**src/rtl/core/apss_pkg.sv**
```systemverilog
package apss_pkg;

  // Field widths of the item formats.
  localparam int TOTAL_W  = 13;
  localparam int POS_W    = 16;
  localparam int FILL_W   = 12;
  localparam int TOL_W    = 8;
  localparam int FBYTES_W = 7;
  localparam int BYTES_W  = 19;
  localparam int INDEX_W  = 6;
  localparam int ACC_W    = 16;

  // Configuration port.
  localparam int CFG_IDX_W  = 3;
  localparam int CFG_DATA_W = 16;

  localparam logic [CFG_IDX_W-1:0] REG_EXP_EVEN  = 3'd0;
  localparam logic [CFG_IDX_W-1:0] REG_EXP_ODD   = 3'd1;
  localparam logic [CFG_IDX_W-1:0] REG_TOLERANCE = 3'd2;
  localparam logic [CFG_IDX_W-1:0] REG_FBYTES    = 3'd3;
  localparam logic [CFG_IDX_W-1:0] REG_WRAP      = 3'd4;

  // Register values after reset.
  localparam logic [FILL_W-1:0]   RST_EXP_EVEN  = 12'd221;
  localparam logic [FILL_W-1:0]   RST_EXP_ODD   = 12'd220;
  localparam logic [TOL_W-1:0]    RST_TOLERANCE = 8'd10;
  localparam logic [FBYTES_W-1:0] RST_FBYTES    = 7'd12;
  localparam logic [POS_W-1:0]    RST_WRAP      = 16'd44100;

  // Operation codes of an input beat.
  localparam logic OP_FEEDBACK = 1'b0;
  localparam logic OP_FILL     = 1'b1;

  typedef struct packed {
    logic       op;
    logic [7:0] feedback_count;
  } in_t;

  typedef struct packed {
    logic [INDEX_W-1:0] packet_index;
    logic [TOTAL_W-1:0] packet_frames;
    logic [BYTES_W-1:0] packet_bytes;
    logic [POS_W-1:0]   start_position;
    logic               last;
  } out_t;

  typedef struct packed {
    logic [FILL_W-1:0]   expected_fill_even;
    logic [FILL_W-1:0]   expected_fill_odd;
    logic [TOL_W-1:0]    fill_tolerance;
    logic [FBYTES_W-1:0] frame_bytes;
    logic [POS_W-1:0]    position_wrap;
  } cfg_t;

  // One planned transfer handed from the front to the back.
  typedef struct packed {
    logic [TOTAL_W-1:0] total;
    logic [POS_W-1:0]   start;
  } xfer_t;

endpackage

```
**src/rtl/core/apss_rem_serial.sv**
```systemverilog
module apss_rem_serial #(
  parameter int NW = 13,
  parameter int DW = 7
) (
  input  logic          clk,
  input  logic          rst_n,
  input  logic          start,
  input  logic [NW-1:0] num,
  input  logic [DW-1:0] den,
  output logic          busy,
  output logic          done,
  output logic [DW-1:0] rem
);

  localparam int CW = $clog2(NW + 1);

  logic [NW-1:0] q_r;
  logic [DW-1:0] rem_r;
  logic [DW-1:0] rem_nxt;
  logic [DW-1:0] den_r;
  logic [CW-1:0] cnt_r;
  logic          busy_r;
  logic          done_r;
  logic [DW:0]   trial;
  logic [DW:0]   diff;
  logic          fits;

  // One quotient bit per cycle: shift the next dividend bit in, subtract if it fits.
  always_comb begin
    trial   = {rem_r, q_r[NW-1]};
    diff    = trial - {1'b0, den_r};
    fits    = (trial >= {1'b0, den_r});
    rem_nxt = fits ? diff[DW-1:0] : trial[DW-1:0];
  end

  always_ff @(posedge clk) begin
    if (!rst_n) begin
      busy_r <= 1'b0;
      done_r <= 1'b0;
      cnt_r  <= '0;
    end else begin
      done_r <= 1'b0;
      if (start) begin
        busy_r <= 1'b1;
        cnt_r  <= '0;
      end else if (busy_r) begin
        cnt_r <= cnt_r + 1'b1;
        if (cnt_r == CW'(NW - 1)) begin
          busy_r <= 1'b0;
          done_r <= 1'b1;
        end
      end
    end
  end

  // Datapath registers.
  always_ff @(posedge clk) begin
    if (start) begin
      q_r   <= num;
      rem_r <= '0;
      den_r <= den;
    end else if (busy_r) begin
      q_r   <= {q_r[NW-2:0], fits};
      rem_r <= rem_nxt;
    end
  end

  assign busy = busy_r;
  assign done = done_r;
  assign rem  = rem_r;

endmodule

```
**src/rtl/core/apss_fifo2.sv**
```systemverilog
module apss_fifo2 (
  input  logic           clk,
  input  logic           rst_n,
  input  logic           push,
  input  apss_pkg::xfer_t wdata,
  input  logic           pop,
  output apss_pkg::xfer_t rdata,
  output logic           full,
  output logic           empty
);
  import apss_pkg::*;

  xfer_t      mem_r [2];
  logic       wr_ptr_r;
  logic       rd_ptr_r;
  logic [1:0] count_r;

  // Pointers and fill level.
  always_ff @(posedge clk) begin
    if (!rst_n) begin
      wr_ptr_r <= 1'b0;
      rd_ptr_r <= 1'b0;
      count_r  <= '0;
    end else begin
      if (push) begin
        wr_ptr_r <= ~wr_ptr_r;
      end
      if (pop) begin
        rd_ptr_r <= ~rd_ptr_r;
      end
      if (push && !pop) begin
        count_r <= count_r + 1'b1;
      end else if (pop && !push) begin
        count_r <= count_r - 1'b1;
      end
    end
  end

  // Storage.
  always_ff @(posedge clk) begin
    if (push) begin
      mem_r[wr_ptr_r] <= wdata;
    end
  end

  assign rdata = mem_r[rd_ptr_r];
  assign full  = (count_r == 2'd2);
  assign empty = (count_r == 2'd0);

endmodule

```
**src/rtl/core/apss_front.sv**
```systemverilog
module apss_front (
  input  logic            clk,
  input  logic            rst_n,
  input  apss_pkg::cfg_t  cfg,
  input  logic            in_valid,
  output logic            in_ready,
  input  apss_pkg::in_t   in_data,
  input  logic            q_full,
  output logic            q_push,
  output apss_pkg::xfer_t q_wdata
);
  import apss_pkg::*;

  localparam logic [1:0] FE_IDLE = 2'd0;
  localparam logic [1:0] FE_PUSH = 2'd1;
  localparam logic [1:0] FE_MOD  = 2'd2;

  logic [1:0]         st_r;
  logic [ACC_W-1:0]   acc_r;
  logic               phase_r;
  logic [POS_W-1:0]   pos_r;
  logic [TOTAL_W-1:0] total_r;

  logic               accept;
  logic [ACC_W:0]     acc_sum;
  logic [FILL_W-1:0]  expected;
  logic signed [17:0] acc_s;
  logic signed [17:0] lo_s;
  logic signed [17:0] hi_s;
  logic               off_window;
  logic [TOTAL_W-1:0] total_c;
  logic [POS_W:0]     pos_sum;
  logic [POS_W:0]     wrap_den;
  logic               div_start;
  logic               div_busy;
  logic               div_done;
  logic [POS_W:0]     div_rem;

  assign in_ready = (st_r == FE_IDLE) && !q_full;
  assign accept   = in_valid && in_ready;

  // Saturating accumulation of feedback counts.
  assign acc_sum = {1'b0, acc_r} + {{(ACC_W - 7){1'b0}}, in_data.feedback_count};

  // Frame total: the accumulator inside the expected window, else the expected fill.
  always_comb begin
    expected   = phase_r ? cfg.expected_fill_odd : cfg.expected_fill_even;
    acc_s      = $signed({2'b00, acc_r});
    lo_s       = $signed({6'b0, expected}) - $signed({10'b0, cfg.fill_tolerance});
    hi_s       = $signed({6'b0, expected}) + $signed({10'b0, cfg.fill_tolerance});
    off_window = (acc_s < lo_s) || (acc_s > hi_s);
    total_c    = off_window ? {1'b0, expected} : acc_r[TOTAL_W-1:0];
  end

  // Position advance, reduced modulo the wrap; a zero wrap means a full 16-bit wrap.
  assign pos_sum   = {1'b0, pos_r} + {{(POS_W + 1 - TOTAL_W){1'b0}}, total_r};
  assign wrap_den  = (cfg.position_wrap == '0) ? {1'b1, {POS_W{1'b0}}}
                                               : {1'b0, cfg.position_wrap};
  assign div_start = (st_r == FE_PUSH);

  apss_rem_serial #(
    .NW(POS_W + 1),
    .DW(POS_W + 1)
  ) u_pos_rem (
    .clk  (clk),
    .rst_n(rst_n),
    .start(div_start),
    .num  (pos_sum),
    .den  (wrap_den),
    .busy (div_busy),
    .done (div_done),
    .rem  (div_rem)
  );

  // Hand the planned transfer to the queue with the position before the advance.
  assign q_push        = (st_r == FE_PUSH);
  assign q_wdata.total = total_r;
  assign q_wdata.start = pos_r;

  // Control state.
  always_ff @(posedge clk) begin
    if (!rst_n) begin
      st_r    <= FE_IDLE;
      acc_r   <= '0;
      phase_r <= 1'b0;
      pos_r   <= '0;
    end else begin
      case (st_r)
        FE_IDLE: begin
          if (accept) begin
            if (in_data.op == OP_FILL) begin
              acc_r   <= '0;
              phase_r <= ~phase_r;
              st_r    <= FE_PUSH;
            end else begin
              acc_r <= acc_sum[ACC_W] ? {ACC_W{1'b1}} : acc_sum[ACC_W-1:0];
            end
          end
        end
        FE_PUSH: begin
          st_r <= FE_MOD;
        end
        FE_MOD: begin
          if (div_done && !div_busy) begin
            pos_r <= div_rem[POS_W-1:0];
            st_r  <= FE_IDLE;
          end
        end
        default: begin
          st_r <= FE_IDLE;
        end
      endcase
    end
  end

  // Latched frame total of the request in flight.
  always_ff @(posedge clk) begin
    if (accept && (in_data.op == OP_FILL)) begin
      total_r <= total_c;
    end
  end

endmodule

```
**src/rtl/core/apss_back.sv**
```systemverilog
module apss_back #(
  parameter int PACKETS = 40
) (
  input  logic            clk,
  input  logic            rst_n,
  input  apss_pkg::cfg_t  cfg,
  input  logic            q_empty,
  input  apss_pkg::xfer_t q_rdata,
  output logic            q_pop,
  output logic            out_valid,
  input  logic            out_ready,
  output apss_pkg::out_t  out_data
);
  import apss_pkg::*;

  localparam int PW = $clog2(PACKETS + 1);
  localparam logic [PW-1:0] PKT_CNT = PW'(PACKETS);

  // Scaled reciprocal of PACKETS, exact for every total that fits TOTAL_W bits.
  localparam int RECIP_SH = TOTAL_W + $clog2(PACKETS);
  localparam int RECIP_W  = TOTAL_W + 2;
  localparam int PROD_W   = TOTAL_W + RECIP_W;
  localparam logic [RECIP_W-1:0] RECIP =
    RECIP_W'(((1 << RECIP_SH) + PACKETS - 1) / PACKETS);

  localparam logic [1:0] BK_IDLE = 2'd0;
  localparam logic [1:0] BK_DIV  = 2'd1;
  localparam logic [1:0] BK_EMIT = 2'd2;

  logic [1:0]         st_r;
  logic [POS_W-1:0]   start_r;
  logic [TOTAL_W-1:0] total_r;
  logic [TOTAL_W-1:0] base_r;
  logic [PW-1:0]      frac_r;
  logic [PW-1:0]      err_r;
  logic [PW-1:0]      err_nxt;
  logic [INDEX_W-1:0] idx_r;
  logic               out_valid_r;
  out_t               out_r;

  logic [PROD_W-1:0]  prod_c;
  logic [TOTAL_W-1:0] quot_c;
  logic [TOTAL_W-1:0] share;
  logic [TOTAL_W-1:0] rem_c;
  logic [PW:0]        err_sum;
  logic               carry;
  logic [TOTAL_W-1:0] frames;
  logic [19:0]        bytes_full;
  logic               adv;
  logic               is_last;

  assign q_pop = (st_r == BK_IDLE) && !q_empty;

  // Split the total into a base share per packet and a remainder to spread:
  // the quotient comes from a reciprocal multiply, the remainder from the registered quotient.
  always_comb begin
    prod_c = q_rdata.total * RECIP;
    quot_c = TOTAL_W'(prod_c >> RECIP_SH);
    share  = base_r * TOTAL_W'(PACKETS);
    rem_c  = total_r - share;
  end

  // Running error term: a packet gets one extra frame whenever it overflows.
  always_comb begin
    err_sum    = {1'b0, err_r} + {1'b0, frac_r};
    carry      = (err_sum >= {1'b0, PKT_CNT});
    err_nxt    = carry ? PW'(err_sum - {1'b0, PKT_CNT}) : err_sum[PW-1:0];
    frames     = base_r + {{(TOTAL_W - 1){1'b0}}, carry};
    bytes_full = frames * cfg.frame_bytes;
    adv        = (st_r == BK_EMIT) && (!out_valid_r || out_ready);
    is_last    = (idx_r == INDEX_W'(PACKETS - 1));
  end

  // Sequencer and output beat valid.
  always_ff @(posedge clk) begin
    if (!rst_n) begin
      st_r        <= BK_IDLE;
      out_valid_r <= 1'b0;
    end else begin
      if (adv) begin
        out_valid_r <= 1'b1;
      end else if (out_ready) begin
        out_valid_r <= 1'b0;
      end
      case (st_r)
        BK_IDLE: begin
          if (q_pop) begin
            st_r <= BK_DIV;
          end
        end
        BK_DIV: begin
          st_r <= BK_EMIT;
        end
        BK_EMIT: begin
          if (adv && is_last) begin
            st_r <= BK_IDLE;
          end
        end
        default: begin
          st_r <= BK_IDLE;
        end
      endcase
    end
  end

  // Per-transfer datapath.
  always_ff @(posedge clk) begin
    if (q_pop) begin
      start_r <= q_rdata.start;
      total_r <= q_rdata.total;
      base_r  <= quot_c;
    end
    if (st_r == BK_DIV) begin
      frac_r <= rem_c[PW-1:0];
      err_r  <= '0;
      idx_r  <= '0;
    end else if (adv) begin
      err_r <= err_nxt;
      idx_r <= idx_r + 1'b1;
    end
    if (adv) begin
      out_r.packet_index   <= idx_r;
      out_r.packet_frames  <= frames;
      out_r.packet_bytes   <= bytes_full[BYTES_W-1:0];
      out_r.start_position <= start_r;
      out_r.last           <= is_last;
    end
  end

  assign out_valid = out_valid_r;
  assign out_data  = out_r;

endmodule

```
**src/rtl/core/audio_packet_size_scheduler.sv**
```systemverilog
// Channel  Ports                            Carries
// -------  -------------------------------  -----------------------------------------
// in       in_valid in_ready in_data         feedback report or fill request beat
// out      out_valid out_ready out_data      one packet size beat, PACKETS per fill
// cfg      cfg_valid cfg_ready cfg_index     register write, always ready
//          cfg_data
//
// A feedback beat leaves the front ready for the next beat; a fill request holds the front
// busy through the 17-step serial modulo that advances the play position.
// The back splits a transfer into shares in its pop and divide states, then emits PACKETS
// beats at one per cycle while out_ready is high, and pops a new transfer only when idle.
// A two-entry queue lets the front plan the next transfer while the back still emits.
// Reset is synchronous; out_ready low stalls the back, and a full queue stalls the input.
module audio_packet_size_scheduler #(
  parameter int PACKETS = 40
) (
  input  logic                                clk,
  input  logic                                rst_n,
  input  logic                                in_valid,
  output logic                                in_ready,
  input  apss_pkg::in_t                       in_data,
  output logic                                out_valid,
  input  logic                                out_ready,
  output apss_pkg::out_t                      out_data,
  input  logic                                cfg_valid,
  output logic                                cfg_ready,
  input  logic [apss_pkg::CFG_IDX_W-1:0]      cfg_index,
  input  logic [apss_pkg::CFG_DATA_W-1:0]     cfg_data
);
  import apss_pkg::*;

  cfg_t  cfg_r;
  logic  q_full;
  logic  q_empty;
  logic  q_push;
  logic  q_pop;
  xfer_t q_wdata;
  xfer_t q_rdata;

  assign cfg_ready = 1'b1;

  // Configuration register file.
  always_ff @(posedge clk) begin
    if (!rst_n) begin
      cfg_r.expected_fill_even <= RST_EXP_EVEN;
      cfg_r.expected_fill_odd  <= RST_EXP_ODD;
      cfg_r.fill_tolerance     <= RST_TOLERANCE;
      cfg_r.frame_bytes        <= RST_FBYTES;
      cfg_r.position_wrap      <= RST_WRAP;
    end else if (cfg_valid) begin
      case (cfg_index)
        REG_EXP_EVEN:  cfg_r.expected_fill_even <= cfg_data[FILL_W-1:0];
        REG_EXP_ODD:   cfg_r.expected_fill_odd  <= cfg_data[FILL_W-1:0];
        REG_TOLERANCE: cfg_r.fill_tolerance     <= cfg_data[TOL_W-1:0];
        REG_FBYTES:    cfg_r.frame_bytes        <= cfg_data[FBYTES_W-1:0];
        REG_WRAP:      cfg_r.position_wrap      <= cfg_data[POS_W-1:0];
        default: begin
        end
      endcase
    end
  end

  apss_front u_front (
    .clk     (clk),
    .rst_n   (rst_n),
    .cfg     (cfg_r),
    .in_valid(in_valid),
    .in_ready(in_ready),
    .in_data (in_data),
    .q_full  (q_full),
    .q_push  (q_push),
    .q_wdata (q_wdata)
  );

  apss_fifo2 u_queue (
    .clk  (clk),
    .rst_n(rst_n),
    .push (q_push),
    .wdata(q_wdata),
    .pop  (q_pop),
    .rdata(q_rdata),
    .full (q_full),
    .empty(q_empty)
  );

  apss_back #(
    .PACKETS(PACKETS)
  ) u_back (
    .clk      (clk),
    .rst_n    (rst_n),
    .cfg      (cfg_r),
    .q_empty  (q_empty),
    .q_rdata  (q_rdata),
    .q_pop    (q_pop),
    .out_valid(out_valid),
    .out_ready(out_ready),
    .out_data (out_data)
  );

endmodule
```
**config.mk**
```make
export PLATFORM = sky130hd
export DESIGN_NAME = audio_packet_size_scheduler
export DESIGN_NICKNAME = d
export VERILOG_FILES = /design/src/rtl/core/apss_pkg.sv /design/src/rtl/core/apss_rem_serial.sv /design/src/rtl/core/apss_fifo2.sv /design/src/rtl/core/apss_front.sv /design/src/rtl/core/apss_back.sv /design/src/rtl/core/audio_packet_size_scheduler.sv
export SDC_FILE = /design/constraint.sdc
export NUM_CORES = 1
export LEC_CHECK = 0
export ABC_AREA = 1
export BUFFER_PORTS_ARGS = -buffer_cell sky130_fd_sc_hd__buf_2
export CAP_MARGIN = 5
export CELL_PAD_IN_SITES_DETAIL_PLACEMENT = 1
export CELL_PAD_IN_SITES_GLOBAL_PLACEMENT = 2
export CORE_ASPECT_RATIO = 0.9
export CORE_MARGIN = 2
export CORE_UTILIZATION = 40
export DETAILED_ROUTE_END_ITERATION = 8
export PLACE_DENSITY = 0.82
export SLEW_MARGIN = 20
export SYNTH_ARGS = -nofsm -noshare
export SYNTH_HDL_FRONTEND = slang
export SYNTH_SLANG_ARGS = --single-unit
```
**constraint.sdc**
```tcl
create_clock -name clk -period 8.64 [get_ports clk]
set_input_delay 0.864 -clock clk [delete_from_list [all_inputs] [get_ports clk]]
set_output_delay 0.864 -clock clk [all_outputs]
set_load 0.01 [all_outputs]
```
==> impl_metrics.json, run 1 <==
{
  "reg2reg_depth": 31,
  "tns_ns": 0,
  "worstHoldPathType": "flip-flop to flip-flop",
  "drive_gt1_share_pct": 8.36,
  "synth.distinct_cells": 54,
  "pin_count": 91,
  "cp_slowest_stage_delay_ns": 0.54,
  "via_per_inst": 5.11,
  "cp_max_fo": 6,
  "drc": 0,
  "arrival_ns": 7.21,
  "synthCells": 2383,
  "final_nets": 2791,
  "track_usage_pct": 20.9,
  "wl_per_cell_um": 17.9,
  "hp-start": "u_back.start_r[10]$_DFFE_PP_",
  "cts.sinks": 325,
  "critPathKind": "flip-flop to flip-flop",
  "rsz0062_at_grt": "false",
  "cts_buffers": 36,
  "r2r-end": "u_back.out_data[34]$_DFFE_PP_",
  "synth_edf_count": 191,
  "fin_crit_ns": 6.93,
  "syn-mean-instance-area_um2": 8.81,
  "finalCritPeriodShare_pct": 80.2,
  "antenna_found_initial": 3,
  "post_cts_buffers": 0,
  "firstDrtPassIters": 5,
  "ys_ff_latch": 325,
  "die_h_um": 221,
  "clk_pin_slew_ns": 0.06,
  "grt_max_degree": 75,
  "postRouteAntennaNets": 0,
  "synth_warnings": 0,
  "synth-seq-area-share_pct": 40.1,
  "yosysTopAreaCellShare_pct": 27.3,
  "clockBufferDepth": 3,
  "fmax_ghz": 0.144,
  "dp.cells": 3100,
  "finalClockSkew_ns": 0.0137,
  "finalSetupViolCount": 0,
  "reg2reg_from": "u_back.err_r[0]$_SDFFE_PN0P_",
  "htree_num_levels": 2,
  "cp_slowest_cell": "fa_1",
  "portBuffers": 84,
  "critPathLaunch": "u_back.err_r[0]$_SDFFE_PN0P_",
  "synthArstFlopShare_pct": 0,
  "ff2ff_setup_slack_ns": 1.71,
  "die_w_um": 245,
  "die_area_mm2": 0.0543,
  "coreArea_mm2": 0.0518,
  "ys.flop_type": "edfxtp_1",
  "globalRouteOverflowTotal": 0,
  "hold_path_depth": 0,
  "hold_viol_final": 0,
  "cts_resized": 0,
  "hold_path_end": "u_back.out_data[11]$_DFFE_PP_",
  "drt_iter0_drc": 803,
  "place_congestion": 0.858,
  "status": "finished, final reports clean",
  "slew_viol_final": 0,
  "initial_core_util_pct": 40.5,
  "vias": 16200,
  "postCtsHoldBufs": 0,
  "start_kind": "flip-flop",
  "yosysTopAreaCell": "edfxtp_1",
  "relSlewSlack_pct": 28.5,
  "first_global_vias": 16800,
  "netlist_top_cells_area": "edfxtp_1 27%, ha_1 13%, dfxtp_1 13%",
  "final_cells": 3165,
  "worstMarginPinSlew_ns": 1.07,
  "clkLatencyLatePin_ns": 0.54,
  "hpwl_mm": 44.5,
  "area_growth_syn_to_layout_pct": 10.5,
  "cts-root-buf": "clkbuf_16",
  "required_ns": 8.92,
  "cts_tree": "built",
  "syn-cell-area_mm2": 0.0210,
  "max-cap-violations": 0,
  "grt_pass1_wl_mm": 90.1,
  "cp_common_cell": "nand2_1",
  "finalWirelength_mm": 56.5,
  "rows": 79,
  "end_kind": "flip-flop"
}
cell usage after synthesis, types with 11 or more instances:
cell / count
nor3_1: 25
nand2_1: 471
clkbuf_1: 53
a21oi_1: 140
nor2_1: 205
ha_1: 224
o21ai_1: 39
mux2_2: 25
xor2_1: 48
inv_1: 342
nand3_1: 145
dfxtp_1: 134
xnor2_1: 19
edfxtp_1: 191
o21bai_1: 11
o21ai_0: 93
nand4_1: 14
inv_2: 15
fa_1: 84
state kept, by name (all words and copies together), names as in the netlist, 2 cells and up, named ones only:
register	count
u_back.idx_r	6
u_queue.mem_r	58
u_front.u_pos_rem.q_r	17
u_back.start_r	16
u_back.frac_r	6
u_front.u_pos_rem.den_r	17
u_back.st_r	2
u_front.st_r	2
u_front.acc_r	16
u_front.u_pos_rem.cnt_r	5
u_back.total_r	6
u_back.base_r	8
u_queue.count_r	2
u_front.pos_r	16
u_back.err_r	6
u_back.out_data	50
u_front.u_pos_rem.rem	17
cfg_r	55
u_front.total_r	13
worst max path at each step:
stage | slack [ns] | endpoint | depth (start not counted)
final | 1.71 | u_back.out_data[34]$_DFFE_PP_ | 31
after global routing | 1.17 | u_back.out_data[34]$_DFFE_PP_ | 31
after CTS | 1.66 | u_back.out_data[34]$_DFFE_PP_ | 31
after detailed placement | 1.69 | u_back.out_data[34]$_DFFE_PP_ | 31
after global placement | 1.96 | u_back.out_data[30]$_DFFE_PP_ | 30
after floorplan | 2.54 | u_back.out_data[30]$_DFFE_PP_ | 28
final cells by class:
| type | count | area [µm²] |
|---|---|---|
| antenna | 2 | 5.00 |
| clock buffer | 43 | 968 |
| clock inverter | 20 | 166 |
| fill | 6129 | 28600 |
| inverter | 359 | 1350 |
| multi-input combinational | 1635 | 10900 |
| sequential | 325 | 8420 |
| tap | 688 | 861 |
| timing repair buffer | 93 | 488 |
cells by family (layout without fill, tap and decap cells):
family / count (synthesis) / after routing / synth area share (%)
and+or+nand+nor: 901 / 901 / 17.9
buffers and inverters: 427 / 515 / 7.87
AOI/OAI and AO/OA: 328 / 328 / 8.54
DFF: 325 / 325 / 40.1
adders and majority gates: 308 / 308 / 21.4
xor gates and xnor gates: 67 / 67 / 2.80
muxes: 25 / 25 / 1.34
other: 2 / 8 / 0.0358
cells in the final DEF (no fill, tap or decap), types with 18 or more instances in the layout:
cell type,synthesis,layout
buf_2,6,84
inv_1,342,340
o21ai_0,93,93
edfxtp_1,191,191
dfxtp_1,134,134
fa_1,84,84
inv_2,15,18
nor2_1,205,201
nand3_1,145,145
xor2_1,48,48
ha_1,224,224
o21ai_1,39,39
xnor2_1,19,19
mux2_2,25,25
nor3_1,25,25
a21oi_1,140,140
clkbuf_16,0,37
nand2_1,471,471
critical path, delay by kind of cell, from the launching register on:
| family | cells | cell delay (ns) |
|---|---|---|
| fa+ha+maj | 10 | 3.65 |
| simple gates | 13 | 1.34 |
| compound gates | 3 | 0.50 |
| xor+xnor | 1 | 0.46 |
| flops | 1 | 0.34 |
| buf+inv | 4 | 0.34 |
layer usage:
layer,GRT usage [%],up-vias,wire (µm)
li1,-,7953,-
met1,29.0,7887,27000
met2,34.4,252,26200
met3,2.67,68,2090
met4,5.69,0,1220
met5,0,-,0
per-stage QoR:
stage | utilization [%] | worst slack, ns | hold slack (ns) | cell area [µm²]
finish | 44.8 | 1.71 | 0.423 | 23200
global route | 44.8 | 1.17 | 0.431 | 23200
CTS | 44.8 | 1.66 | 0.424 | 23200
detailed placement | 42.6 | 1.69 | 0.409 | 22000
global placement | 42.6 | 1.96 | 0.405 | 22000
floorplan | - | 2.54 | 0.400 | 21000
Power of run 1 is left out: the tool's default activity adds up to more than one toggle a clock period on the data nets, which glitch-free logic cannot reach.
==> run 2: changes to the inputs <==
==> constraint.sdc (replaced) <==
create_clock -name clk -period 6.5 [get_ports clk]
set_input_delay 0.65 -clock clk [delete_from_list [all_inputs] [get_ports clk]]
set_output_delay 0.65 -clock clk [all_outputs]
set_load 0.01 [all_outputs]
==> run 2 against run 1 <==
Count of clock-buffer cells in the layout rose by 7; worst setup slack got worse by 1.4 ns; fmax rose by 12%; final cell count rose by 0.54%; final area rose by 1.6%; worst hold slack got worse by 0.12 ns; flip-flop and latch count did not move; register-to-register slack got worse by 1.4 ns; first-iteration DRC count rose by 8.3%; sequential share of layout area fell by 0.55 points; clock skew rose by 0.0012 ns; core utilization rose by 0.70 points.
==> impl_metrics.json, run 2 (synthesized netlist as in run 1, its figures left out) <==
{
  "status": "finished, final reports clean",
  "cts_buffers": 38,
  "hpwl_mm": 45.0,
  "finalCritPeriodShare_pct": 95.3,
  "final_cell_mix": "466 x nand2_1, 340 x inv_1, 217 x ha_1",
  "final_area_mm2": 0.0236,
  "clkLatencyLatePin_ns": 0.56,
  "placed_area_mm2": 0.0221,
  "finalClockSkew_ns": 0.0149,
  "cts.sinks": 325,
  "wl_per_cell_um": 18.0,
  "required_ns": 6.80,
  "portBuffers": 84,
  "hold_viol_final": 0,
  "die_area_mm2": 0.0543,
  "relSlewSlack_pct": 27.2,
  "nFillCells": 6066,
  "postCtsHoldBufs": 0,
  "finalWirelength_mm": 57.2,
  "cp_max_fo": 5,
  "coreArea_mm2": 0.0518,
  "slew_viol_final": 0,
  "cts-root-buf": "clkbuf_16",
  "die_w_um": 245,
  "area_growth_syn_to_layout_pct": 12.3,
  "drive_gt1_share_pct": 10.3,
  "fmax_ghz": 0.161,
  "layout_commonest_cell": "nand2_1",
  "firstDrtPassIters": 4,
  "via_per_inst": 5.11,
  "drc": 0,
  "grt_pass1_wl_mm": 90.8,
  "initial_core_util_pct": 40.5,
  "clk_pin_slew_ns": 0.06,
  "end_kind": "flip-flop",
  "clockBufferDepth": 3,
  "drt_iter0_drc": 870,
  "largest_reg_flops": 58,
  "final_nets": 2805,
  "postRouteAntennaNets": 0,
  "regMostFlops": "u_queue.mem_r",
  "cp_slowest_stage_delay_ns": 0.55,
  "worstMarginPinSlew_ns": 1.09,
  "htree_num_levels": 2,
  "rows": 79,
  "antenna_found_initial": 6,
  "vias": 16300,
  "critPathKind": "flip-flop to flip-flop",
  "pin_count": 91,
  "fin_crit_ns": 6.20,
  "track_usage_pct": 21.1,
  "grt_max_degree": 74,
  "arrival_ns": 6.50,
  "start_kind": "flip-flop",
  "num_antenna_cells": 0,
  "die_h_um": 221,
  "globalRouteOverflowTotal": 0,
  "cts_tree": "built",
  "max-cap-violations": 0,
  "place_congestion": 0.862,
  "cp_slowest_cell": "fa_1",
  "first_global_vias": 16900,
  "worstHoldPathType": "primary input to flip-flop",
  "finalSetupViolCount": 0
}
## run 2: changes by cell type in the layout (fill, tap and decap cells not counted), sizes merged
cell,previous run,this run
buf,93,105
clkbuf,43,50
clkinv,17,13
clkinvlp,1,4
diode,2,0
inv,358,359
## run 2: final timing paths
kind	from	to	cells past startpoint	slack (ns)
max	u_back.err_r[0]$_SDFFE_PN0P_	u_back.out_data[32]$_DFFE_PP_	31	0.30
min	cfg_data[13]	cfg_r[13]$_SDFFE_PN1P_	3	0.30
max reg2reg	u_back.err_r[0]$_SDFFE_PN0P_	u_back.out_data[32]$_DFFE_PP_	31	0.30
min reg2reg	u_back.start_r[1]$_DFFE_PP_	u_back.out_data[2]$_DFFE_PP_	0	0.42
## run 2: what timing repair did
action	in CTS	in global routing
setup buffers	0	5
pin swaps	0	13
setup endpoints to repair	4	10
resized for setup	2	31
## run 2: area by class of cell
type | instances | area, µm² | share of cell area [%]
well taps | 688 | 861 | 3.65
flip-flops and latches | 325 | 8420 | 35.7
clock inverters | 20 | 190 | 0.807
multi-input cells | 1635 | 11100 | 46.9
clock buffers | 50 | 1100 | 4.67
repair buffers | 105 | 578 | 2.45
inverters | 359 | 1350 | 5.72
## run 2: routing by layer
layer  up-vias  global-route usage [%]  routed length, µm
met2       223                    35.3              26900
met5         -                       0                  0
met3        70                    2.46               1910
met4         0                    5.73               1320
li1       7982                       -                  -
met1      7986                    28.8              27100
## run 2: worst max-delay path, delay by kind of cell, from the launching register on
family	cells	cell delay [ns]
compound gates	2	0.32
simple gates	15	1.54
buf+inv	3	0.16
xor+xnor	1	0.14
fa+ha+maj	10	3.45
flops	1	0.34
## run 2: stage by stage
| step | std cells | TNS, ns | util, % | hold WS (ns) | setup slack (ns) |
|---|---|---|---|---|---|
| floorplan | 2387 | 0 | - | 0.400 | 0.401 |
| global placement | 3107 | 0 | 42.7 | 0.404 | 0.0869 |
| detailed placement | 3107 | -0.218 | 42.7 | 0.409 | -0.0869 |
| CTS | 3177 | -0.0154 | 45.2 | 0.275 | -0.0154 |
| global route | 3182 | -0.451 | 45.5 | 0.303 | -0.0950 |
| finish | 3182 | 0 | 45.5 | 0.300 | 0.303 |
Power of run 2 is left out for the same reason.
